==> src/hw/rtl/fnvcd_pkg.sv <==
// ----------------------------------------------------------------------------
// fnvcd_pkg
// Shared types, constants and the FNV-1a byte mixing function for the
// chained digest block.
// ----------------------------------------------------------------------------
`default_nettype none

package fnvcd_pkg;

    localparam logic [63:0] FNV_BASIS       = 64'hcbf29ce484222325;
    // The prime is 2^40 + 0x1b3, so the product is a shift plus a narrow multiply.
    localparam int          FNV_PRIME_SHIFT = 40;
    localparam logic [8:0]  FNV_PRIME_LOW   = 9'h1b3;
    localparam int          WORD_BYTES      = 8;

    localparam logic [1:0] SIZE_64  = 2'd0;
    localparam logic [1:0] SIZE_128 = 2'd1;

    localparam logic [1:0] IDX_WORD0 = 2'd0;
    localparam logic [1:0] IDX_WORD1 = 2'd1;
    localparam logic [1:0] IDX_WORD3 = 2'd3;

    typedef struct packed {
        logic [7:0] data_byte;
        logic       byte_present;
        logic       is_last;
    } in_item_t;

    typedef struct packed {
        logic [63:0] digest_word;
        logic [1:0]  word_index;
        logic        last_word;
    } out_item_t;

    typedef enum logic [1:0] {
        OP_BYTE,
        OP_END,
        OP_BYTE_END
    } op_t;

    typedef struct packed {
        op_t        op;
        logic [7:0] data_byte;
    } queue_entry_t;

    typedef enum logic [1:0] {
        ST_IDLE,
        ST_EMIT,
        ST_MIX
    } back_state_t;

    function automatic logic [63:0] fnv_mix(input logic [63:0] h, input logic [7:0] b);
        logic [63:0] x;
        logic [63:0] low;
        x   = h ^ {56'd0, b};
        low = x * {55'd0, FNV_PRIME_LOW};
        return (x << FNV_PRIME_SHIFT) + low;
    endfunction

endpackage

`default_nettype wire

==> src/hw/rtl/fnvcd_front.sv <==
// ----------------------------------------------------------------------------
// fnvcd_front
// Accepts input items, classifies them into byte, end and byte-with-end
// operations, and queues them for the hashing back end.
// ----------------------------------------------------------------------------
`default_nettype none

module fnvcd_front #(
    parameter int QUEUE_DEPTH = 2
) (
    input  wire                      clk,
    input  wire                      rst_n,
    input  wire                      byte_valid,
    output logic                     byte_stall,
    input  fnvcd_pkg::in_item_t      byte_item,
    output logic                     q_valid,
    output fnvcd_pkg::queue_entry_t  q_entry,
    input  wire                      q_pop
);
    import fnvcd_pkg::*;

    localparam int PTR_W = (QUEUE_DEPTH > 1) ? $clog2(QUEUE_DEPTH) : 1;
    localparam int CNT_W = $clog2(QUEUE_DEPTH + 1);

    queue_entry_t            entry_reg [QUEUE_DEPTH];
    logic [PTR_W-1:0]        wr_ptr_reg, wr_ptr_next;
    logic [PTR_W-1:0]        rd_ptr_reg, rd_ptr_next;
    logic [CNT_W-1:0]        count_reg,  count_next;
    logic                    accept;
    logic                    push;
    logic                    pop;
    queue_entry_t            new_entry;

    assign byte_stall = (count_reg == CNT_W'(QUEUE_DEPTH));
    assign accept     = byte_valid && !byte_stall;
    // An item with neither a byte nor an end mark has no effect and is dropped.
    assign push       = accept && (byte_item.byte_present || byte_item.is_last);
    assign q_valid    = (count_reg != '0);
    assign pop        = q_pop && q_valid;
    assign q_entry    = entry_reg[rd_ptr_reg];

    always_comb
    begin
        new_entry.data_byte = byte_item.data_byte;
        if (byte_item.byte_present && byte_item.is_last)
        begin
            new_entry.op = OP_BYTE_END;
        end
        else if (byte_item.is_last)
        begin
            new_entry.op = OP_END;
        end
        else
        begin
            new_entry.op = OP_BYTE;
        end
    end

    always_comb
    begin
        wr_ptr_next = wr_ptr_reg;
        rd_ptr_next = rd_ptr_reg;
        count_next  = count_reg;
        if (push)
        begin
            wr_ptr_next = (wr_ptr_reg == PTR_W'(QUEUE_DEPTH - 1)) ? '0 : wr_ptr_reg + 1'b1;
        end
        if (pop)
        begin
            rd_ptr_next = (rd_ptr_reg == PTR_W'(QUEUE_DEPTH - 1)) ? '0 : rd_ptr_reg + 1'b1;
        end
        if (push && !pop)
        begin
            count_next = count_reg + 1'b1;
        end
        else if (pop && !push)
        begin
            count_next = count_reg - 1'b1;
        end
    end

    always_ff @(posedge clk or negedge rst_n)
    begin
        if (!rst_n)
        begin
            wr_ptr_reg <= '0;
            rd_ptr_reg <= '0;
            count_reg  <= '0;
        end
        else
        begin
            wr_ptr_reg <= wr_ptr_next;
            rd_ptr_reg <= rd_ptr_next;
            count_reg  <= count_next;
        end
    end

    always_ff @(posedge clk)
    begin
        if (push)
        begin
            entry_reg[wr_ptr_reg] <= new_entry;
        end
    end

endmodule

`default_nettype wire

==> src/hw/rtl/fnvcd_back.sv <==
// ----------------------------------------------------------------------------
// fnvcd_back
// Executes queued operations: mixes message bytes into the running hash and,
// at an end mark, produces the chained digest words one byte round at a time.
// ----------------------------------------------------------------------------
`default_nettype none

module fnvcd_back (
    input  wire                      clk,
    input  wire                      rst_n,
    input  wire                      cfg_write,
    input  wire [1:0]                cfg_data,
    input  wire                      q_valid,
    input  fnvcd_pkg::queue_entry_t  q_entry,
    output logic                     q_pop,
    output logic                     digest_valid,
    input  wire                      digest_stall,
    output fnvcd_pkg::out_item_t     digest_item
);
    import fnvcd_pkg::*;

    back_state_t  state_reg, state_next;
    logic [63:0]  hash_reg,  hash_next;
    logic [63:0]  word_reg,  word_next;
    logic [63:0]  acc_reg,   acc_next;
    logic [63:0]  src_reg,   src_next;
    logic [2:0]   cnt_reg,   cnt_next;
    logic [1:0]   idx_reg,   idx_next;
    logic [1:0]   size_reg;
    logic         out_valid_reg, out_valid_next;
    out_item_t    out_item_reg,  out_item_next;
    logic         out_free;
    logic [1:0]   last_idx;
    logic [63:0]  byte_mix;
    logic [63:0]  round_mix;

    assign out_free     = !out_valid_reg || !digest_stall;
    assign digest_valid = out_valid_reg;
    assign digest_item  = out_item_reg;
    assign byte_mix     = fnv_mix(hash_reg, q_entry.data_byte);
    assign round_mix    = fnv_mix(acc_reg, src_reg[7:0]);

    // The unused size code behaves as the 256-bit mode.
    always_comb
    begin
        unique case (size_reg)
            SIZE_64:  last_idx = IDX_WORD0;
            SIZE_128: last_idx = IDX_WORD1;
            default:  last_idx = IDX_WORD3;
        endcase
    end

    always_comb
    begin
        state_next     = state_reg;
        hash_next      = hash_reg;
        word_next      = word_reg;
        acc_next       = acc_reg;
        src_next       = src_reg;
        cnt_next       = cnt_reg;
        idx_next       = idx_reg;
        out_item_next  = out_item_reg;
        out_valid_next = out_valid_reg && digest_stall;
        q_pop          = 1'b0;

        unique case (state_reg)
            ST_IDLE:
            begin
                if (q_valid)
                begin
                    q_pop = 1'b1;
                    unique case (q_entry.op)
                        OP_BYTE:
                        begin
                            hash_next = byte_mix;
                        end
                        OP_BYTE_END:
                        begin
                            word_next  = byte_mix;
                            hash_next  = FNV_BASIS;
                            idx_next   = IDX_WORD0;
                            state_next = ST_EMIT;
                        end
                        OP_END:
                        begin
                            word_next  = hash_reg;
                            hash_next  = FNV_BASIS;
                            idx_next   = IDX_WORD0;
                            state_next = ST_EMIT;
                        end
                        default:
                        begin
                            hash_next = hash_reg;
                        end
                    endcase
                end
            end
            ST_EMIT:
            begin
                if (out_free)
                begin
                    out_valid_next            = 1'b1;
                    out_item_next.digest_word = word_reg;
                    out_item_next.word_index  = idx_reg;
                    out_item_next.last_word   = (idx_reg == last_idx);
                    if (idx_reg == last_idx)
                    begin
                        state_next = ST_IDLE;
                    end
                    else
                    begin
                        // Word 2 continues from the hash state that produced word 1,
                        // which equals word 1 itself; the other words start fresh.
                        src_next   = word_reg;
                        acc_next   = (idx_reg == IDX_WORD1) ? word_reg : FNV_BASIS;
                        cnt_next   = '0;
                        idx_next   = idx_reg + 1'b1;
                        state_next = ST_MIX;
                    end
                end
            end
            ST_MIX:
            begin
                acc_next = round_mix;
                src_next = {8'd0, src_reg[63:8]};
                cnt_next = cnt_reg + 1'b1;
                if (cnt_reg == 3'(WORD_BYTES - 1))
                begin
                    word_next  = round_mix;
                    state_next = ST_EMIT;
                end
            end
            default:
            begin
                state_next = ST_IDLE;
            end
        endcase
    end

    always_ff @(posedge clk or negedge rst_n)
    begin
        if (!rst_n)
        begin
            state_reg     <= ST_IDLE;
            hash_reg      <= FNV_BASIS;
            size_reg      <= SIZE_64;
            out_valid_reg <= 1'b0;
            cnt_reg       <= '0;
            idx_reg       <= '0;
        end
        else
        begin
            state_reg     <= state_next;
            hash_reg      <= hash_next;
            out_valid_reg <= out_valid_next;
            cnt_reg       <= cnt_next;
            idx_reg       <= idx_next;
            if (cfg_write)
            begin
                size_reg <= cfg_data;
            end
        end
    end

    always_ff @(posedge clk)
    begin
        word_reg     <= word_next;
        acc_reg      <= acc_next;
        src_reg      <= src_next;
        out_item_reg <= out_item_next;
    end

endmodule

`default_nettype wire

==> src/hw/rtl/fnv1a_chained_digest.sv <==
// Message bytes are taken one per cycle while the queue has room; each is mixed into the hash
// register once the back end pops it. An end item loads word 0 into the word register as it
// leaves the queue; each word goes on to the output register, and each further word is first
// built by byte rounds over the 8 bytes of the previous one. An end item holds the back end
// until its last digest word is in the output register, plus any output stall.
// Reset clears the queue, sets the hash to the offset basis and the size to 64-bit.
// ----------------------------------------------------------------------------
// fnv1a_chained_digest
// 64-bit FNV-1a stream hasher with a chained 64, 128 or 256-bit digest.
// ----------------------------------------------------------------------------
`default_nettype none

module fnv1a_chained_digest #(
    parameter int QUEUE_DEPTH = 2
) (
    input  wire                   clk,
    input  wire                   rst_n,
    input  wire                   cfg_write,
    input  wire [1:0]             cfg_data,
    input  wire                   byte_valid,
    output logic                  byte_stall,
    input  fnvcd_pkg::in_item_t   byte_item,
    output logic                  digest_valid,
    input  wire                   digest_stall,
    output fnvcd_pkg::out_item_t  digest_item
);
    import fnvcd_pkg::*;

    logic         q_valid;
    logic         q_pop;
    queue_entry_t q_entry;

    fnvcd_front #(
        .QUEUE_DEPTH (QUEUE_DEPTH)
    ) u_front (
        .clk        (clk),
        .rst_n      (rst_n),
        .byte_valid (byte_valid),
        .byte_stall (byte_stall),
        .byte_item  (byte_item),
        .q_valid    (q_valid),
        .q_entry    (q_entry),
        .q_pop      (q_pop)
    );

    fnvcd_back u_back (
        .clk          (clk),
        .rst_n        (rst_n),
        .cfg_write    (cfg_write),
        .cfg_data     (cfg_data),
        .q_valid      (q_valid),
        .q_entry      (q_entry),
        .q_pop        (q_pop),
        .digest_valid (digest_valid),
        .digest_stall (digest_stall),
        .digest_item  (digest_item)
    );

endmodule

`default_nettype wire

==> config.mk <==
export PLATFORM = sky130hd
export DESIGN_NAME = fnv1a_chained_digest
export DESIGN_NICKNAME = d
export VERILOG_FILES = /design/src/hw/rtl/fnvcd_pkg.sv /design/src/hw/rtl/fnvcd_front.sv /design/src/hw/rtl/fnvcd_back.sv /design/src/hw/rtl/fnv1a_chained_digest.sv
export SDC_FILE = /design/constraint.sdc
export NUM_CORES = 2
export LEC_CHECK = 0
export BUFFER_PORTS_ARGS = -buffer_cell sky130_fd_sc_hd__buf_2
export CORE_ASPECT_RATIO = 1.1
export CORE_MARGIN = 5
export CORE_UTILIZATION = 27
export DETAILED_ROUTE_END_ITERATION = 7
export PLACE_DENSITY = 0.46
export SYNTH_ARGS = -nofsm -noshare
export SYNTH_HDL_FRONTEND = slang
export SYNTH_HIERARCHICAL = 1
export SYNTH_SLANG_ARGS = --single-unit
==> constraint.sdc <==
create_clock -name clk -period 8.1 [get_ports clk]
set_input_delay 1.215 -clock clk [delete_from_list [all_inputs] [get_ports clk]]
set_output_delay 1.215 -clock clk [all_outputs]
set_load 0.05 [all_outputs]
==> key figures <==
Layout
  • Most common cell after layout, fill and taps aside: sky130_fd_sc_hd__inv_1
  • Final cell utilization of the core: 0.300
  • Area growth syn-to-layout: 10.6%
  • Post-layout net count: 4,796
  • Share of cells above drive strength 1: 0.0610
  • Max FFs per register: 67
  • Fill cell total of the finished layout: 14,600
  • Commonest non-fill, non-tap cells in the layout: sky130_fd_sc_hd__inv_1, sky130_fd_sc_hd__fa_1, sky130_fd_sc_hd__nand2_1

Yosys
  • Fraction of the yosys area taken by sequential cells: 0.273
  • Cell taking the most area after synthesis: sky130_fd_sc_hd__fa_1
  • Number of unique standard cell types used by synthesis: 76
  • Share of the synthesized area in the top cell type: 0.242
  • Post-Syn Instances: 3,919
  • Area contributors post-synth: sky130_fd_sc_hd__fa_1, sky130_fd_sc_hd__edfxtp_1, sky130_fd_sc_hd__ha_1, sky130_fd_sc_hd__inv_1, sky130_fd_sc_hd__nand2_1
  • Synth Flop Type: sky130_fd_sc_hd__edfxtp_1
  • Count of synthesis-stage warnings from yosys: 6
  • Share of async-settable or async-resettable flops after synthesis: 0.218
  • Syn avg cell area: 9.69 µm²
  • Post-synthesis register bit count: 357
  • Post-synthesis instance area: 38,000 µm²
  • Count of flip-flops with a built-in enable after synthesis: 279
  • Total nets after synthesis: 4,765

Global routing
  • Overflow after GRT: 0
  • Layer carrying the most global-route usage: met2
  • First-pass GRT wire length: 173,000 µm
  • Met2 track demand over resource: 0.255
  • GRT met3 Usage: 0.0129
  • Initial antenna violation count: 5
  • Global routing met1 resource utilization: 0.206
  • Via count of the first global-routing pass: 27,600
  • Total global-route track usage: 0.152
  • Largest net degree at the start of global routing: 143

STA
  • Worst slack on hold paths: 0.482 ns
  • Final setup violation count: 0
  • Worst Max-Slew Pin Slew: 1.00 ns
  • Final Max Tran Viols: 0
  • Crit path time final: 7.18 ns
  • Final setup margin: 0.917 ns
  • Worst slew slack as a fraction of its limit: 0.331
  • Setup skew after layout: 0.0428 ns
  • Share of the cycle needed by the critical path after routing: 0.887
  • Max Freq: 139 MHz
  • Accumulated negative setup slack: 0 ns
  • Unrepaired setup endpoints after global routing: no
  • Final hold violation count: 0

CTS
  • Max clock buf depth: 3
  • Clock insertion delay at the later pin of the skew report: 0.60 ns
  • Post-CTS Hold Buffers: 0
  • Clk slew on worst S/H paths: 0.06 ns
  • Count of clock tree sinks: 357
  • Post-CTS setup repair buffer count: 0
  • Clock tree from TritonCTS: yes
  • Num CTS Buffers: 43
  • CTS-repair resized insts: 0
  • Number of levels in the clock H-tree: 2
  • Clk root buf: sky130_fd_sc_hd__clkbuf_16

Die
  • Standard-cell row count: 144
  • Placeable core area: 140,000 µm²
  • Die span in x: 367 µm
  • Starting density of the core: 0.271
  • Die boundary height: 403 µm
  • Number of top-level pins: 86
  • Area of the die: 148,000 µm²

Min path
  • Worst Hold Path EP: u_back/digest_item[5]
  • Hold Crit Class: flip-flop to flip-flop
  • Hold Path Stages: 0
  • Hold Crit Start: u_back/word_reg[2]

Setup path
  • Reg-to-reg critical path startpoint: u_front/rd_ptr_reg
  • Kind of start point of the critical path: flip-flop
  • Reg2reg path depth: 22
  • Worst endpoint data arrival time: 7.50 ns
  • Critical path required time: 8.41 ns
  • Cell-by-cell listing of the critical path: mux2_2, xnor2_1, inv_1, ha_1, xor2_1, ha_1, or2_2, fa_1, fa_1, ha_1, ha_1, a21oi_1, o21ai_1, o21ai_1, nand4b_1, a31oi_1, nand2_1, a41o_1, a21oi_1, a21oi_1, and3b_1, o31a_1
  • Delay contributed by the slowest stage of the critical path: 0.60 ns
  • Highest fanout seen on the critical path: 11
  • Endpoint type of the worst setup path: flip-flop
  • Max stage delay cell, worst path: sky130_fd_sc_hd__dfrtp_1
  • Category of the critical setup timing path: flip-flop to flip-flop
  • Dominant cell type by count on the critical path: sky130_fd_sc_hd__ha_1
  • Register-to-Register Setup Slack: 0.92 ns
  • Terminus of the critical flop-to-flop path: u_back/word_reg[63]

Placement
  • Count of input and output buffers: 85
  • Final Wtd Congestion: 0.911
  • Post-detailed-placement half-perimeter wirelength: 95,300 µm
  • Setup WS pre-CTS: 0.903 ns

Routing
  • Number of nets with antenna violations after routing: 0
  • Routed via count divided by cell count: 4.48
  • DR vias: 26,000
  • Drt drc: 0
  • Detailed-router iteration count before antenna repair: 5
  • Routed wire length: 113,000 µm
  • Wire length per cell: 19.5 µm
  • Iteration-0 DRC Markers: 1,599

Run
  • Max-capacitance violation count: 0

Run status
  • Outcome: finished clean
logic make-up after synthesis:
group                      count (synthesis)  synth area share
adders and majority gates                829             0.364
buffers and inverters                   1068             0.106
xor gates and xnor gates                 218            0.0503
and+or+nand+nor                          758            0.0879
DFF                                      357             0.273
AOI/OAI and AO/OA                        658             0.111
muxes                                     31           0.00857
cell type report:
| type | instances | area, µm² | share of cell area |
|---|---|---|---|
| multi-input combinational | 2494 | 23600 | 0.563 |
| tap | 1825 | 2280 | 0.0544 |
| clock buffer | 52 | 1170 | 0.0279 |
| timing repair buffer | 104 | 583 | 0.0139 |
| inverter | 950 | 3570 | 0.0850 |
| antenna | 2 | 5.00 | 0.000119 |
| clock inverter | 25 | 348 | 0.00829 |
| sequential | 357 | 10400 | 0.247 |
metal layers:
| metal | up-vias | wire length (µm) |
|---|---|---|
| met5 | - | 0 |
| met4 | 0 | 4440 |
| met3 | 101 | 3210 |
| met2 | 429 | 53000 |
| met1 | 12900 | 52700 |
| li1 | 12600 | - |
worst max-delay path by stage:
stage,startpoint,endpoint,cells past startpoint
after detailed placement,u_front/rd_ptr_reg,u_back/word_reg[63],22
after floorplan,u_front/rd_ptr_reg,u_back/word_reg[60],24
after CTS,u_front/rd_ptr_reg,u_back/word_reg[63],22
final,u_front/rd_ptr_reg,u_back/word_reg[63],22
after global routing,u_front/rd_ptr_reg,u_back/word_reg[61],22
after global placement,u_front/rd_ptr_reg,u_back/word_reg[61],22
metrics by stage:
step                      instance area, µm²  cells
final                                  42000   5809
after global routing                   42000   5807
after CTS                              42000   5807
after detailed placement               40400   5730
after global placement                 40400   5730
after floorplan                        38000   3919
cell usage after synthesis, types with 12 or more instances:
library cell,n
sky130_fd_sc_hd__dfrtp_1,50
sky130_fd_sc_hd__mux2_2,12
sky130_fd_sc_hd__xor2_1,110
sky130_fd_sc_hd__o21ai_1,59
sky130_fd_sc_hd__clkbuf_1,105
sky130_fd_sc_hd__a21o_1,104
sky130_fd_sc_hd__nand4_1,26
sky130_fd_sc_hd__a211oi_1,26
sky130_fd_sc_hd__o211ai_1,13
sky130_fd_sc_hd__nor2_1,169
sky130_fd_sc_hd__nand2_1,377
sky130_fd_sc_hd__edfxtp_1,279
sky130_fd_sc_hd__ha_1,371
sky130_fd_sc_hd__nor3_1,17
sky130_fd_sc_hd__mux2i_1,19
sky130_fd_sc_hd__o21ai_0,102
sky130_fd_sc_hd__dfstp_2,28
sky130_fd_sc_hd__fa_1,458
sky130_fd_sc_hd__a21oi_1,190
sky130_fd_sc_hd__a31oi_1,14
sky130_fd_sc_hd__o22ai_1,13
sky130_fd_sc_hd__nand3_1,52
sky130_fd_sc_hd__and3_1,24
sky130_fd_sc_hd__o21a_1,22
sky130_fd_sc_hd__xnor2_1,108
sky130_fd_sc_hd__inv_1,949
sky130_fd_sc_hd__o21bai_1,23
sky130_fd_sc_hd__nand2b_1,12
sky130_fd_sc_hd__and2_1,22
sky130_fd_sc_hd__nor2b_1,24
worst max-delay path: cells and delay by family (launching register included):
kind	cells	cell delay (ns)
AO/OA/AOI/OAI	8	1.97
XOR/XNOR	2	0.70
adder cells (fa/ha/maj)	6	2.18
buffers and inverters	1	0.10
flip-flops	1	0.60
multiplexers	1	0.41
AND/OR/NAND/NOR	4	0.94
Power is not shown: default switching activity piles up to over one toggle a cycle in this logic, so the estimate is an artifact.
